$ cat src/tmbc_pkg.sv
// ----------------------------------------------------------------------------
// tmbc_pkg
// Shared types, constants and push arithmetic for the tile map box collision
// push block.
// ----------------------------------------------------------------------------
package tmbc_pkg;

   // Geometry; TILE_SIZE must be a power of two
   localparam int TILE_SIZE    = 64;
   localparam int BOX_SIZE     = 60;
   localparam int FRAC_BITS    = 8;
   localparam int MAX_COLS_DEF = 128;
   localparam int MAX_ROWS_DEF = 128;
   localparam int TILE_SHIFT   = $clog2(TILE_SIZE) + FRAC_BITS;

   localparam int POS_W       = 24;
   localparam int CORNER_W    = POS_W + 1;
   localparam int CALC_W      = 48;
   localparam int IDX_W       = 10;
   localparam int CNT_W       = 3;
   localparam int NCORNER     = 4;
   localparam int QUEUE_DEPTH = 4;
   localparam int CFG_W       = 8;
   localparam int CSR_IDX_W   = 8;

   localparam logic [CFG_W-1:0]     CFG_RESET    = CFG_W'(128);
   localparam logic [CSR_IDX_W-1:0] CSR_MAP_COLS = CSR_IDX_W'(0);
   localparam logic [CSR_IDX_W-1:0] CSR_MAP_ROWS = CSR_IDX_W'(1);

   localparam logic signed [CALC_W-1:0] TILE_W = CALC_W'(longint'(TILE_SIZE) << FRAC_BITS);
   localparam logic signed [CALC_W-1:0] BOX_W  = CALC_W'(longint'(BOX_SIZE) << FRAC_BITS);
   localparam logic signed [CALC_W-1:0] SPAN_W = BOX_W + TILE_W;
   localparam logic signed [CALC_W-1:0] POS_MAX = CALC_W'(longint'(8388607));
   localparam logic signed [CALC_W-1:0] POS_MIN = -CALC_W'(longint'(8388608));

   typedef enum logic {
      MODE_WRITE = 1'b0,
      MODE_QUERY = 1'b1
   } mode_type;

   // One query on its way from the map lookup to the push stages
   typedef struct packed {
      logic signed [POS_W-1:0] px;
      logic signed [POS_W-1:0] py;
      logic [IDX_W-1:0]        tx0;
      logic [IDX_W-1:0]        tx1;
      logic [IDX_W-1:0]        ty0;
      logic [IDX_W-1:0]        ty1;
      logic [NCORNER-1:0]      hit;
      logic [CNT_W-1:0]        hit_count;
   } item_type;

   // Clamp to the signed position range
   function automatic logic signed [POS_W-1:0] sat_pos(input logic signed [CALC_W-1:0] v);
      logic signed [POS_W-1:0] r;
      if (v > POS_MAX) r = POS_W'(POS_MAX);
      else if (v < POS_MIN) r = POS_W'(POS_MIN);
      else r = POS_W'(v);
      return r;
   endfunction

   // Push the box out of the tile under corner k when that corner hit
   function automatic item_type push_corner(input item_type it, input logic [1:0] k);
      logic [IDX_W-1:0]         tx;
      logic [IDX_W-1:0]         ty;
      logic signed [CALC_W-1:0] pxw;
      logic signed [CALC_W-1:0] pyw;
      logic signed [CALC_W-1:0] dx;
      logic signed [CALC_W-1:0] dy;
      logic signed [CALC_W-1:0] ex;
      logic signed [CALC_W-1:0] ey;
      logic signed [CALC_W-1:0] m;
      item_type                 r;
      r   = it;
      tx  = k[0] ? it.tx1 : it.tx0;
      ty  = k[1] ? it.ty1 : it.ty0;
      pxw = CALC_W'($signed(it.px));
      pyw = CALC_W'($signed(it.py));
      // doubled-scale distance between box and tile centers
      dx  = (pxw <<< 1) + BOX_W - ($signed(CALC_W'(tx) << (TILE_SHIFT + 1)) + TILE_W);
      dy  = (pyw <<< 1) + BOX_W - ($signed(CALC_W'(ty) << (TILE_SHIFT + 1)) + TILE_W);
      ex  = SPAN_W - (dx < 0 ? -dx : dx);
      ey  = SPAN_W - (dy < 0 ? -dy : dy);
      if (it.hit[k] && ex > 0 && ey > 0) begin
         if (ex < ey) begin
            m    = (ex + CALC_W'(1)) >>> 1;
            r.px = sat_pos(dx < 0 ? pxw - m : pxw + m);
         end else begin
            m    = (ey + CALC_W'(1)) >>> 1;
            r.py = sat_pos(dy < 0 ? pyw - m : pyw + m);
         end
      end
      return r;
   endfunction

endpackage

$ cat src/tmbc_back.sv
// ----------------------------------------------------------------------------
// tmbc_back
// Four push stages, one per corner in corner order; the last stage is the
// result register.
// ----------------------------------------------------------------------------
module tmbc_back (
   input  logic                              clock,
   input  logic                              reset,
   input  logic                              head_valid,
   input  tmbc_pkg::item_type                head_item,
   output logic                              pop,
   output logic                              rsp_valid,
   input  logic                              rsp_ready,
   output logic signed [tmbc_pkg::POS_W-1:0] rsp_new_pos_x,
   output logic signed [tmbc_pkg::POS_W-1:0] rsp_new_pos_y,
   output logic                              rsp_collided,
   output logic [tmbc_pkg::CNT_W-1:0]        rsp_hit_count
);

   localparam int NC = tmbc_pkg::NCORNER;

   tmbc_pkg::item_type st_ff [NC];
   tmbc_pkg::item_type st_in [NC];
   logic [NC-1:0] vld_ff, vld_in;
   logic          adv;

   // Whole pipe moves when the result register is free or taken
   assign adv = !vld_ff[NC-1] || rsp_ready;
   assign pop = adv;

   always_comb begin
      vld_in   = adv ? {vld_ff[NC-2:0], head_valid} : vld_ff;
      st_in[0] = tmbc_pkg::push_corner(head_item, 2'd0);
      for (int k = 1; k < NC; k++) begin
         st_in[k] = tmbc_pkg::push_corner(st_ff[k-1], 2'(k));
      end
   end

   always_ff @(posedge clock) begin
      if (reset) begin
         vld_ff <= '0;
      end else begin
         vld_ff <= vld_in;
      end
   end

   always_ff @(posedge clock) begin
      if (adv) begin
         for (int k = 0; k < NC; k++) begin
            st_ff[k] <= st_in[k];
         end
      end
   end

   assign rsp_valid     = vld_ff[NC-1];
   assign rsp_new_pos_x = st_ff[NC-1].px;
   assign rsp_new_pos_y = st_ff[NC-1].py;
   assign rsp_collided  = (st_ff[NC-1].hit != '0);
   assign rsp_hit_count = st_ff[NC-1].hit_count;

endmodule

$ cat config.mk
export PLATFORM = sky130hd
export DESIGN_NAME = tmbc_back
export DESIGN_NICKNAME = d
export VERILOG_FILES = /design/src/tmbc_pkg.sv /design/src/tmbc_back.sv
export SDC_FILE = /design/constraint.sdc
export NUM_CORES = 2
export LEC_CHECK = 0
export BUFFER_PORTS_ARGS = -buffer_cell sky130_fd_sc_hd__buf_4
export CORE_UTILIZATION = 45
export CTS_CLUSTER_DIAMETER = 80
export CTS_CLUSTER_SIZE = 30
export DETAILED_ROUTE_END_ITERATION = 8
export PLACE_DENSITY_LB_ADDON = 0.08
export SLEW_MARGIN = 20
export SYNTH_ARGS = -nofsm -noshare
export SYNTH_HDL_FRONTEND = slang
export SYNTH_SLANG_ARGS = --single-unit
$ cat constraint.sdc
create_clock -name clock -period 11 [get_ports clock]
set_input_delay 0.55 -clock clock [delete_from_list [all_inputs] [get_ports clock]]
set_output_delay 0.55 -clock clock [all_outputs]
set_load 0.01 [all_outputs]
==> results.sh <==
export IMPL_coreArea_um2=162600
export IMPL_core_rowCount=148
export IMPL_wl_um=254100
export IMPL_async_flop_share=0
export IMPL_min_period_ns=10.57
export IMPL_hold_viol_final=0
export IMPL_place_area_um2=77020
export IMPL_ys_ff_latch=314
export IMPL_fillers=16481
export IMPL_worst_setup_path_end_kind="register"
export IMPL_dr_wl_met2_um=119900
export IMPL_io_pins=153
export IMPL_drt_iter0_markers=5666
export IMPL_ys_warn_count=0
export IMPL_cts_path_max_buffers=3
export IMPL_crit_type="register to register"
export IMPL_initial_utilization=0.4524
export IMPL_maxCapViolCount=0
export IMPL_syn_area_per_cell_um2=7.458
export IMPL_rsz0062_at_grt="no"
export IMPL_max_stage_delay_ns=0.67
export IMPL_fin_skew_ns=0.04098
export IMPL_grt_pass1_vias=70239
export IMPL_cts_root_buffer="clkbuf_16"
export IMPL_top_layer="met4"
export IMPL_cts_buffers=34
export IMPL_p_leak_nw=33.34
export IMPL_nets=10650
export IMPL_wl_met1_um=110000
export IMPL_final_common_cell="a21oi_1"
export IMPL_worstMarginPinSlew_ns=1.078
export IMPL_fmax_mhz=94.65
export IMPL_vias_per_cell=6.291
export IMPL_setup_viol=0
export IMPL_crit_top_cell="nand4_1"
export IMPL_final_cell_mix="833 x a21oi_1, 805 x ha_1, 700 x xnor2_1"
export IMPL_yosysTopAreaCell="ha_1"
export IMPL_syn_nets=10766
export IMPL_synth_cell_type_count=125
export IMPL_vias=75165
export IMPL_status="finished clean"
export IMPL_routedWlPerCell_um=21.26
export IMPL_die_h_um=406.3
export IMPL_crit_path_start_kind="register"
export IMPL_slew_headroom=0.2759
export IMPL_powerDensity_nw_per_um2=197.9
export IMPL_clk_latency_ns=0.63
export IMPL_worstPathMaxFanout=14
export IMPL_pre_cts_ws_ns=0.1791
export IMPL_ir_drop_uv=136.9
export IMPL_whs_ns=0.08906
export IMPL_syn_inst=9862
export IMPL_hold_path_class="input pin to register"
export IMPL_grt_start_max_net_pins=122
export IMPL_setup_ws_ns=0.4347
export IMPL_drc=0
export IMPL_finalCritPeriodShare=0.9605
export IMPL_synth_seq_area_share=0.1277
export IMPL_synth_area_leaders="ha_1 14%, edfxtp_1 13%, xnor2_1 8.4%"
export IMPL_slew_viol_final=0
export IMPL_htreeDepth=2
export IMPL_portBuffers=152
export IMPL_grt_pass1_wl_um=391000
export IMPL_ant_nets=0
export IMPL_final_area_um2=78640
export IMPL_fp_dieW_um=406.3
export IMPL_wl_met3_um=10410
export IMPL_synth_edf_count=310
export IMPL_overflow=0
export IMPL_clock_sinks=314
export IMPL_critPathArrivalTime_ns=10.93
export IMPL_antenna_found_initial=2
export IMPL_critPathSlowestCell="or4_1"
export IMPL_syn_area_um2=73550
export IMPL_synth_flop_cell="edfxtp_1"
export IMPL_cts_clk_slew_worst_paths_ns=0.11
export IMPL_routabilityCongestion=0.9949
export IMPL_grt_usage=0.2926
export IMPL_setup_tns_ns=0
export IMPL_cts_tree="done"
export IMPL_dp_hpwl_um=207400
export IMPL_areaGrowthSynthToFinish_pct=6.922
export IMPL_dr_pass1_iters=7
export IMPL_drive_above_1_share=0.08074
export IMPL_synth_top_area_frac=0.1369
export IMPL_die_area_um2=165100
export IMPL_required_ns=11.36
==> cell usage after synthesis (46+ instances only) <==
cell,instances
a21oi_1,837
o211ai_1,166
or3_1,132
a31oi_1,148
nand4_1,212
o21ai_0,485
nor2b_1,105
mux2i_1,56
edfxtp_1,310
and3_1,137
nor4_1,113
o21a_1,101
nand3b_1,46
and4_1,48
nor2_1,675
nand3_1,295
a211o_1,69
ha_1,805
nor3_1,298
a21o_1,451
clkbuf_1,409
o21ai_1,46
o2111ai_1,57
inv_1,413
buf_2,61
or2_2,92
buf_4,57
a31o_2,49
xnor2_1,706
or4_1,51
nand2_1,694
a211oi_1,102
nand2b_1,110
o31ai_1,77
and2_1,115
xor2_1,391
nor3b_1,48
o21bai_1,58
==> critical path, delay by kind of cell, from the launching register on <==
kind	cells	cell delay [ns]
AO/OA/AOI/OAI	13	3.71
AND/OR/NAND/NOR	12	3.40
adder cells (fa/ha/maj)	2	1.01
flip-flops	1	0.65
buffers and inverters	3	0.62
XOR/XNOR	2	0.48
multiplexers	2	0.44
==> kinds of logic after synthesis <==
group,synth area share
and+or+nand+nor,0.2388
AOI/OAI and AO/OA,0.2985
xor gates and xnor gates,0.1315
buffers and inverters,0.05459
adders and majority gates,0.1369
DFF,0.1277
muxes,0.01206
==> routing by layer <==
metal  vias up  GRT usage
met4         0     0.1431
met5         -          0
met1     35632     0.3663
met2      2166     0.5055
met3       443    0.02075
li1      36924          -
==> final cells by class <==
class	instances	area (µm²)	share of cell area
multi-input combinational	8565	60480	0.7691
inverter	415	1558	0.01981
clock inverter	26	451.7	0.005743
sequential	314	9389	0.1194
antenna	1	2.502	0.00003182
clock buffer	36	879.6	0.01118
timing repair buffer	416	3161	0.04019
tap	2175	2721	0.03460
==> flip-flops by register name, summed over array words and instances, names as in the netlist <==
name,count
st_ff,310
vld_ff,4
==> report_power, final <==
group          total [mW]  switching [mW]  leakage (nW)  internal (mW)
clock                1.34           0.676         0.634          0.662
combinational        12.7            7.75          29.4           4.98
sequential           1.50          0.0994          3.31           1.40
total                15.6            8.53          33.3           7.04
==> per-stage QoR <==
| step | instances | total power [mW] | utilization |
|---|---|---|---|
| after global placement | 11874 | 13.90 | 0.4737 |
| after detailed placement | 11874 | 13.97 | 0.4737 |
| final | 11948 | 15.56 | 0.4837 |
| after global routing | 11947 | 16.81 | 0.4837 |
| after floorplan | 9862 | 10.76 | - |
| after CTS | 11936 | 15.39 | 0.4819 |
==> repair_timing <==
action / in CTS / in global routing
hold buffers: 0 / 0
endpoints found under the setup margin: 0 / 137
setup buffers: 0 / 9
resized for setup: 0 / 33
==> path summary, 6_finish.rpt <==
kind              depth (start not counted)      endpoint  slack [ns]           from
setup / recovery                         34  st_ff[1][93]        0.43   st_ff[0][73]
hold reg to reg                           0   st_ff[1][2]        0.41    st_ff[0][2]
hold / removal                            1  st_ff[0][27]        0.09  head_item[27]
setup reg to reg                         34  st_ff[1][93]        0.43   st_ff[0][73]
No activity file was read; power rests on OpenSTA's default activity.
