--- src/tmbc_pkg.sv ---
// ----------------------------------------------------------------------------
// tmbc_pkg
// Shared types, constants and push arithmetic for the tile map box collision
// push block.
// ----------------------------------------------------------------------------
package tmbc_pkg;

   // Geometry; TILE_SIZE must be a power of two
   localparam int TILE_SIZE    = 64;
   localparam int BOX_SIZE     = 60;
   localparam int FRAC_BITS    = 8;
   localparam int MAX_COLS_DEF = 128;
   localparam int MAX_ROWS_DEF = 128;
   localparam int TILE_SHIFT   = $clog2(TILE_SIZE) + FRAC_BITS;

   localparam int POS_W       = 24;
   localparam int CORNER_W    = POS_W + 1;
   localparam int CALC_W      = 48;
   localparam int IDX_W       = 10;
   localparam int CNT_W       = 3;
   localparam int NCORNER     = 4;
   localparam int QUEUE_DEPTH = 4;
   localparam int CFG_W       = 8;
   localparam int CSR_IDX_W   = 8;

   localparam logic [CFG_W-1:0]     CFG_RESET    = CFG_W'(128);
   localparam logic [CSR_IDX_W-1:0] CSR_MAP_COLS = CSR_IDX_W'(0);
   localparam logic [CSR_IDX_W-1:0] CSR_MAP_ROWS = CSR_IDX_W'(1);

   localparam logic signed [CALC_W-1:0] TILE_W = CALC_W'(longint'(TILE_SIZE) << FRAC_BITS);
   localparam logic signed [CALC_W-1:0] BOX_W  = CALC_W'(longint'(BOX_SIZE) << FRAC_BITS);
   localparam logic signed [CALC_W-1:0] SPAN_W = BOX_W + TILE_W;
   localparam logic signed [CALC_W-1:0] POS_MAX = CALC_W'(longint'(8388607));
   localparam logic signed [CALC_W-1:0] POS_MIN = -CALC_W'(longint'(8388608));

   typedef enum logic {
      MODE_WRITE = 1'b0,
      MODE_QUERY = 1'b1
   } mode_type;

   // One query on its way from the map lookup to the push stages
   typedef struct packed {
      logic signed [POS_W-1:0] px;
      logic signed [POS_W-1:0] py;
      logic [IDX_W-1:0]        tx0;
      logic [IDX_W-1:0]        tx1;
      logic [IDX_W-1:0]        ty0;
      logic [IDX_W-1:0]        ty1;
      logic [NCORNER-1:0]      hit;
      logic [CNT_W-1:0]        hit_count;
   } item_type;

   // Clamp to the signed position range
   function automatic logic signed [POS_W-1:0] sat_pos(input logic signed [CALC_W-1:0] v);
      logic signed [POS_W-1:0] r;
      if (v > POS_MAX) r = POS_W'(POS_MAX);
      else if (v < POS_MIN) r = POS_W'(POS_MIN);
      else r = POS_W'(v);
      return r;
   endfunction

   // Push the box out of the tile under corner k when that corner hit
   function automatic item_type push_corner(input item_type it, input logic [1:0] k);
      logic [IDX_W-1:0]         tx;
      logic [IDX_W-1:0]         ty;
      logic signed [CALC_W-1:0] pxw;
      logic signed [CALC_W-1:0] pyw;
      logic signed [CALC_W-1:0] dx;
      logic signed [CALC_W-1:0] dy;
      logic signed [CALC_W-1:0] ex;
      logic signed [CALC_W-1:0] ey;
      logic signed [CALC_W-1:0] m;
      item_type                 r;
      r   = it;
      tx  = k[0] ? it.tx1 : it.tx0;
      ty  = k[1] ? it.ty1 : it.ty0;
      pxw = CALC_W'($signed(it.px));
      pyw = CALC_W'($signed(it.py));
      // doubled-scale distance between box and tile centers
      dx  = (pxw <<< 1) + BOX_W - ($signed(CALC_W'(tx) << (TILE_SHIFT + 1)) + TILE_W);
      dy  = (pyw <<< 1) + BOX_W - ($signed(CALC_W'(ty) << (TILE_SHIFT + 1)) + TILE_W);
      ex  = SPAN_W - (dx < 0 ? -dx : dx);
      ey  = SPAN_W - (dy < 0 ? -dy : dy);
      if (it.hit[k] && ex > 0 && ey > 0) begin
         if (ex < ey) begin
            m    = (ex + CALC_W'(1)) >>> 1;
            r.px = sat_pos(dx < 0 ? pxw - m : pxw + m);
         end else begin
            m    = (ey + CALC_W'(1)) >>> 1;
            r.py = sat_pos(dy < 0 ? pyw - m : pyw + m);
         end
      end
      return r;
   endfunction

endpackage

--- src/tmbc_queue.sv ---
// ----------------------------------------------------------------------------
// tmbc_queue
// Short FIFO between lookup and push stages.
// ----------------------------------------------------------------------------
module tmbc_queue (
   input  logic                                   clock,
   input  logic                                   reset,
   input  logic                                   push_valid,
   input  tmbc_pkg::item_type                     push_item,
   input  logic                                   pop,
   output logic                                   head_valid,
   output tmbc_pkg::item_type                     head_item,
   output logic [$clog2(tmbc_pkg::QUEUE_DEPTH):0] count
);

   localparam int PW = $clog2(tmbc_pkg::QUEUE_DEPTH);

   tmbc_pkg::item_type slot_ff [tmbc_pkg::QUEUE_DEPTH];
   logic [PW-1:0] wptr_ff, wptr_in, rptr_ff, rptr_in;
   logic [PW:0]   count_ff, count_in;
   logic          do_pop;

   assign head_valid = (count_ff != '0);
   assign head_item  = slot_ff[rptr_ff];
   assign count      = count_ff;
   assign do_pop     = pop && head_valid;

   // Advance pointers and occupancy
   always_comb begin
      wptr_in  = push_valid ? wptr_ff + PW'(1) : wptr_ff;
      rptr_in  = do_pop ? rptr_ff + PW'(1) : rptr_ff;
      count_in = count_ff + (PW + 1)'(push_valid) - (PW + 1)'(do_pop);
   end

   always_ff @(posedge clock) begin
      if (reset) begin
         wptr_ff  <= '0;
         rptr_ff  <= '0;
         count_ff <= '0;
      end else begin
         wptr_ff  <= wptr_in;
         rptr_ff  <= rptr_in;
         count_ff <= count_in;
      end
   end

   always_ff @(posedge clock) begin
      if (push_valid) begin
         slot_ff[wptr_ff] <= push_item;
      end
   end

endmodule

--- config.mk ---
export PLATFORM = sky130hd
export DESIGN_NAME = tmbc_queue
export DESIGN_NICKNAME = d
export VERILOG_FILES = /design/src/tmbc_pkg.sv /design/src/tmbc_queue.sv
export SDC_FILE = /design/constraint.sdc
export NUM_CORES = 1
export LEC_CHECK = 0
export ABC_AREA = 1
export BUFFER_PORTS_ARGS = -buffer_cell sky130_fd_sc_hd__buf_2
export CAP_MARGIN = 0
export CELL_PAD_IN_SITES_DETAIL_PLACEMENT = 1
export CELL_PAD_IN_SITES_GLOBAL_PLACEMENT = 2
export CORE_MARGIN = 5
export CORE_UTILIZATION = 36
export DETAILED_ROUTE_END_ITERATION = 16
export PLACE_DENSITY = 0.82
export SLEW_MARGIN = 30
export SYNTH_ARGS = -nofsm -noshare
export SYNTH_HDL_FRONTEND = slang
export SYNTH_SLANG_ARGS = --single-unit
--- constraint.sdc ---
create_clock -name clock -period 2.7 [get_ports clock]
set_input_delay 0.405 -clock clock [delete_from_list [all_inputs] [get_ports clock]]
set_output_delay 0.405 -clock clock [all_outputs]
set_load 0.1 [all_outputs]
==> results of run 1 <==
registers in the layout, summed over array words and instances (netlist names), named ones only:
signal / flops
wptr_ff: 2
count: 3
rptr_ff: 2
slot_ff: 380
what timing repair did:
action                                  CTS  global route
hold buffers                              1             0
resized for setup                         1             1
pin swaps                                 0             0
endpoints found under the setup margin    9             2
endpoints found under the hold margin     2             0
power by group:
group / leakage (nW) / total, mW / internal, mW / switching [mW]
combinational: 2.61 / 9.84 / 3.05 / 6.80
sequential: 3.57 / 7.01 / 6.93 / 0.0858
clock: 0.646 / 5.50 / 3.22 / 2.29
total: 6.82 / 22.4 / 13.2 / 9.17
metrics by stage:
stage	power, mW	utilization [%]	hold slack, ns	std cells	area, sq um
floorplan	13.6	-	0.448	979	15100
global route	23.2	49.0	0.0251	1735	19500
global placement	16.9	45.7	0.464	1660	18200
detailed placement	17.1	45.7	0.485	1660	18200
CTS	22.7	49.0	0.0167	1734	19500
finish	22.4	49.0	0.0563	1736	19500
path summary, 6_finish.rpt:
path	startpoint	end	slack, ns
setup reg to reg	count[1]$_SDFF_PP0_	count[2]$_SDFF_PP0_	0.90
setup / recovery	flop	head_item[50]	0.12
hold / removal	push_item[29]	slot_ff[3][29]$_DFFE_PP_	0.06
hold reg to reg	rptr_ff[0]$_SDFFE_PP0P_	rptr_ff[0]$_SDFFE_PP0P_	0.50
final cells by class:
| type | instances | area [sq um] | area share [%] |
|---|---|---|---|
| Antenna cell | 2 | 5.00 | 0.0256 |
| Timing Repair Buffer | 218 | 2790 | 14.3 |
| Clock inverter | 22 | 215 | 1.10 |
| Inverter | 18 | 92.6 | 0.474 |
| Clock buffer | 51 | 1110 | 5.66 |
| Tap cell | 525 | 657 | 3.36 |
| Multi-Input combinational cell | 511 | 3070 | 15.7 |
| Sequential cell | 389 | 11600 | 59.4 |
synth_stat cells, drive strengths merged:
library cell	count
inv	18
nand3	2
a21boi	1
nand2	12
a21oi	5
buf	35
clkbuf	26
o21ai	192
edfxtp	380
o22ai	95
fa	1
ha	6
nor2	197
dfxtp	9
logic make-up after synthesis:
kind of cell    after synthesis
fa+ha+maj                     7
buf+inv                      79
simple gates                211
flops                       389
compound gates              293
per-layer routing:
metal	vias up	global-route usage (%)	wire length (microns)	share of wire (%)
li1	4086	-	-	-
met5	-	0	80	0.22
met2	192	28.1	18600	51
met3	56	4.44	2330	6.4
met1	4543	19.9	14700	40
met4	12	4.56	700	1.9
==> results.md, run 1 <==
* Largest family of logic cells by synthesized area: compound AO/OA/AOI/OAI gates
* Compound-cell area share of the yosys netlist at 10.9%
* Most frequent cells in the layout: edfxtp_1, nor2_1, o21ai_0, buf_12, buf_2
* Post-Synth Simple-Gate Area at between 5 and 6%
* CTS sink cnt at 389
* Xor and xnor fraction of the mapped netlist area at 0%
* Largest net degree at the start of global routing at around 110
* Clk root buf: clkbuf_16
* Antenna Nets Post-Route at 0
* Post-route setup TNS at 0 ns
* CTS buffer count at 42
* Synth Area in Adders at less than 1%
* # H-tree levels at 2
* 1st-iter DRT viols at 457
* Post-synth top area cell: edfxtp_1
* Worst ir drop on vdd at 0.737 mV
* CTS tree: built
* HP Class: in2reg
* Avg Cell Area, Syn at 14.8 sq um
* Sequential element share of the synthesized area at between 70% and 80%
* CP required at roughly 2.3 ns
* Worst slack, placed at between 0.6 and 0.7 ns
* Post-synthesis mux area share at 0%
* DIE HEIGHT at between 200 and 250 microns
* Slew @ Worst Pin at between 0.5 and 0.6 ns
* Final Slew Violations at 0
* Slowest library cell on the worst path: dfxtp_4
* RSZ-0062 raised after global routing: false
* Share of layout cells above drive strength 1 at approximately a third
* Layout area overhead at 34.4%
* IO buf count at 197
* Worst path top cell family by delay: buffers and inverters
* PwrDens at about 1100 nW/um^2
* Routed len/inst at roughly 21 microns
* Worst-path cell chain: buf_12 -> o21ai_0 -> o22ai_2 -> buf_12
* Maxcap violations at 0
* Via count at ~8,900
* Core area at 39,800 sq um
* Clk buf depth at 3
* NumNets Final at around 1,300
* Crit path max fanout at 110
* Critical path depth at 4
* Worst path most repeated cell: buf_12
* RePlAce Congestion at 0.694
* Bufs and invs on worst path at 2
* Vias in the first global route at just under 10,000
* Final worst-path cycle share at ~95%
* Final setup viols at 0
* Final Worst Setup Slack at around 0.12 ns
* Synth top area share at between 70% and 80%
* Chip width at ~210 microns
* Most common cell after layout, fill and taps aside: edfxtp_1
* Worst EP arrival at ~2.2 ns
* Type of origin of the critical path: flop
* Mapped cell area at between 10,000 and 15,000 sq um
* Wire length of the first global-routing pass at between 50 and 60 mm
* Overflow after GRT at 0
* Worst Skew at 0.0180 ns
* Starting density of the core at ~36%
* Reg2Reg Depth at 8
* Post-DR vias/cell at 5.12
* Hold Violations, Final at 0
* Final HPWL DP at around 21 mm
* Worst-Skew Late Latency at ~0.56 ns
* CP endpoint kind: primary output
* Post-Syn Instances at around 980
* CP peak stage delay at between 0.4 and 0.5 ns
* Die ar. at approximately 44,000 sq um
* Row count at 73
* Slew headroom at a little over 60%
* Filler cells at between 3,000 and 4,000
* Crit Path Class: reg2out
* Distinct cell type count after synthesis at 21
* Num ports at 198
* Syn Nets at ~1,100
* Peak Freq at 0.388 GHz
* YS warnings at 0
* Drt total wl at between 30 and 40 mm
* Status: finished clean
* Fin crit period at roughly 2.6 ns
* Leak pwr at roughly 6.8 nW
* Global Route Usage Sum at 16.2%
* #FFs+latches synth at about 390
* Antenna violations before repair at 8
* Reg clk slew, reported paths at roughly 0.060 ns
* DRC at 0
* Hold path depth at 1
* Synth area leaders: edfxtp_1, o21ai_0, nor2_1
* Setup bufs post-CTS at 0
* DRT Pass-1 Iters at 4
Power figures use the tool's default switching activity.
==> run 2: changes to the inputs <==
--- a/config.mk
+++ b/config.mk
@@ -11,9 +11,9 @@
 export CELL_PAD_IN_SITES_DETAIL_PLACEMENT = 1
 export CELL_PAD_IN_SITES_GLOBAL_PLACEMENT = 2
 export CORE_MARGIN = 5
-export CORE_UTILIZATION = 36
+export CORE_UTILIZATION = 40
 export DETAILED_ROUTE_END_ITERATION = 16
-export PLACE_DENSITY = 0.82
+export PLACE_DENSITY = 0.86
 export SLEW_MARGIN = 30
 export SYNTH_ARGS = -nofsm -noshare
 export SYNTH_HDL_FRONTEND = slang
==> constraint.sdc (replaced) <==
create_clock -name clock -period 2.4 [get_ports clock]
set_input_delay 0.36 -clock clock [delete_from_list [all_inputs] [get_ports clock]]
set_output_delay 0.36 -clock clock [all_outputs]
set_load 0.1 [all_outputs]
==> run 2 against run 1 <==
Sequential share of layout area is 0.32 points lower. Sequential power up 13%. Sequential cell count unchanged. Clock skew is 0.0058 ns lower. Via count rose by 1.8%. Combinational power up 17%. Die area shrank 9.5%. Register-to-register slack got worse by 0.31 ns. Utilization up 5.9 points. Worst setup slack worse by 0.069 ns. Highest routed layer unchanged. First-iteration DRC count increased by 7.4%. Count of clock-buffer cells in the layout grew 4.
==> results.md, run 2 (same netlist as run 1, synthesis figures left out) <==
* Status: finished clean
* Clk buf depth at 3 (unchanged)
* Slew @ Worst Pin at 0.488 ns (-0.0766 ns)
* CP required at 2.04 ns (-0.26 ns)
* Placed Cells at 1,594 (-4.0%)
* Final setup viols at 0 (unchanged)
* Share of layout cells above drive strength 1 at 32.4% (+0.92 points)
* RR Endpoint: count[2]$_SDFF_PP0_
* Antenna violations before repair at 6 (-2)
* Die ar. at 40,200 sq um (-9.5%)
* Gr busiest metal: met2
* Post-DR vias/cell at 5.38 (+5.0%)
* Worst EP arrival at 1.99 ns (-0.18 ns)
* Drt total wl at 37.6 mm (+3.2%)
* Final worst-path cycle share at between 90 and 100%
* Reg2Reg Depth at 8 (unchanged)
* PwrDens at 1280 nW/um^2 (+12%)
* Routing usage on met1 at 21.3% (+1.4 points)
* Hold WS at 0.0428 ns (-0.0134 ns)
* Clk root buf: clkbuf_16
* Type of origin of the critical path: flop
* Storage cell area at 11,600 sq um (about the same)
* Pint at 14.8 mW (+12%)
* Worst path most repeated cell: buf_12
* Critical path capture point: head_item[70]
* Core area at 35,700 sq um (-10%)
* Final HPWL DP at 21.7 mm (+1.5%)
* Via count at 9,049 (+1.8%)
* CTS tree: built
* IO buf count at 197 (unchanged)
* Num ports at 198 (unchanged)
* Routed len/inst at 22.3 microns (+6.4%)
* RePlAce Congestion at 0.715 (+3.1%)
* CTS sink cnt at 389 (unchanged)
* Peak Freq at around 0.43 GHz
* Met3 GRT Util at 5.33% (+0.89 points)
* Sequential Power Share at 31.3% (about the same)
* Final Slew Violations at 0 (unchanged)
* Worst reg2reg setup slack at 0.59 ns (-0.31 ns)
* Sw power at 10.4 mW (+13%)
* Crit path max fanout at 41 (-63%)
* Critical path depth at 6 (+2)
* Chip width at 201 microns (-4.9%)
* CP peak stage delay at 0.36 ns (-0.05 ns)
* CP endpoint kind: primary output
* Logic pwr share at 45.8% (+1.8 points)
* GR Util met2 at 31.0% (+2.9 points)
* Worst ir drop on vdd at 0.846 mV (+15%)
* HP Class: in2reg
* Layout area overhead at 35.2%
* Most common cell after layout, fill and taps aside: edfxtp_1
* Reg clk slew, reported paths at 0.06 ns (about the same)
* Bufs and invs on worst path at 4 (+2)
* Antenna Nets Post-Route at 0 (unchanged)
* Worst-Skew Late Latency at 0.52 ns (-0.04 ns)
* DIE HEIGHT at 201 microns (-4.9%)
* Slowest library cell on the worst path: dfxtp_4
* Leak pwr at 6.91 nW (+1.2%)
* Reg2reg start: count[1]$_SDFF_PP0_
* Global Route Usage Sum at 17.5% (+1.4 points)
* Crit Path Class: reg2out
* CTS buffer count at 41 (-2.4%)
* Largest net degree at the start of global routing at 79 (-29%)
* Fin crit period at 2.35 ns
* Worst path top cell family by delay: buffers and inverters
* Worst-path cell chain: buf_12 -> inv_16 -> buf_16 -> o21ai_0 -> o22ai_2 -> buf_12
* # H-tree levels at 2 (unchanged)
* Clock share of power at 22.9% (-1.7 points)
* Non-Filler Instances at 1,683 (-3.1%)
* Maxcap violations at 0 (unchanged)
* DRC at 0 (unchanged)
* RSZ-0062 raised after global routing: true
* Row count at 69 (-5.5%)
* Hold Violations, Final at 0 (unchanged)
* Wire length of the first global-routing pass at 55.8 mm (-0.25%)
* Top reg by flops: slot_ff
* Starting density of the core at 40.6% (+4.2 points)
* Multi-input gate area at 3080 sq um (+0.61%)
* Filler cells at 3,379 (-12%)
* Sw Share at 41.3% (+0.25 points)
* Final Util at 54.9% (+5.9 points)
* Slew headroom at 67.7% (+5.3 points)
* Overflow after GRT at 0 (unchanged)
* Most frequent cells in the layout: edfxtp_1, nor2_1, o21ai_0, buf_12, buf_2
* Worst Skew at 0.0122 ns (-0.00580 ns)
* DRT Pass-1 Iters at 4 (unchanged)
* Vias in the first global route at 9,673 (-0.072%)
* NumNets Final at 1,296 (+0.78%)
* Max reg flops at 380 (unchanged)
* 1st-iter DRT viols at 491 (+7.4%)
* HP Start: push_item[32]
-- run 2: changes by cell type in the layout (fill, tap and decap cells not counted), moves of 3 or more --
cell	previous run	this run
buf_16	0	6
clkbuf_16	43	48
clkinv_1	4	8
o21ai_0	178	174
o21ai_1	14	18
buf_12	112	109
bufinv_16	3	0
clkbuf_1	8	11
inv_2	0	3
nand2_1	12	9
nand2_2	0	3
-- run 2: how the worst min path moves through the flow --
stage                                           to  slack (ns)  cells after the start
after CTS                  slot_ff[1][4]$_DFFE_PP_        0.01                      1
final                     slot_ff[3][32]$_DFFE_PP_        0.04                      1
after global routing      slot_ff[0][32]$_DFFE_PP_        0.02                      1
after global placement     rptr_ff[0]$_SDFFE_PP0P_        0.47                      2
after detailed placement   rptr_ff[0]$_SDFFE_PP0P_        0.48                      2
after floorplan                count[0]$_SDFF_PP0_        0.43                      1
-- run 2: worst reg2reg max path: cells and delay by family (launching register included) --
family,cells,cell delay (ns)
simple gates,2,0.19
fa+ha+maj,3,0.91
buf+inv,1,0.04
compound gates,2,0.25
flops,1,0.33
-- run 2: through the flow --
stage / TNS (ns) / worst slack [ns] / cell area (sq um) / power (mW)
after floorplan: 0 / 0.00392 / 15100 / 15.3
final: 0 / 0.0544 / 19600 / 25.2
after global placement: 0 / 0.523 / 18100 / 19.0
after CTS: 0 / 0.00803 / 19400 / 25.1
after global routing: -0.752 / -0.0470 / 19600 / 26.1
after detailed placement: 0 / 0.478 / 18100 / 19.2
-- run 2: power by group through the flow --
stage          logic, mW  registers, mW  clock network (mW)
6_report            11.5           7.89                5.78
2_1_floorplan       7.12           8.16                   0
3_3_place_gp        11.0           8.02                   0
5_1_grt             12.0           7.91                6.26
3_5_place_dp        11.2           8.04                   0
4_1_cts             11.2           7.91                5.93
-- run 2: repair_timing --
action                                  CTS  global route
setup buffers                             0             7
hold buffers                              1             0
pin swaps                                 0             2
gates cloned                              0             6
resized for setup                         7             9
endpoints found under the setup margin   74            52
hold endpoints to repair                  2             0
-- run 2: area by class of cell --
| type | count | area share (%) |
|---|---|---|
| clock buffer | 55 | 5.76 |
| antenna | 1 | 0.0127 |
| sequential | 389 | 59.1 |
| inverter | 18 | 0.503 |
| timing repair buffer | 229 | 15.5 |
| multi-input combinational | 511 | 15.7 |
| clock inverter | 19 | 0.510 |
| tap | 461 | 2.94 |
-- run 2: per-layer routing --
layer  vias up  part of all wire (%)
li1       4116                     -
met1      4678                    41
met2       192                    51
met3        53                   5.8
met4        10                   1.4
met5         -                  0.17
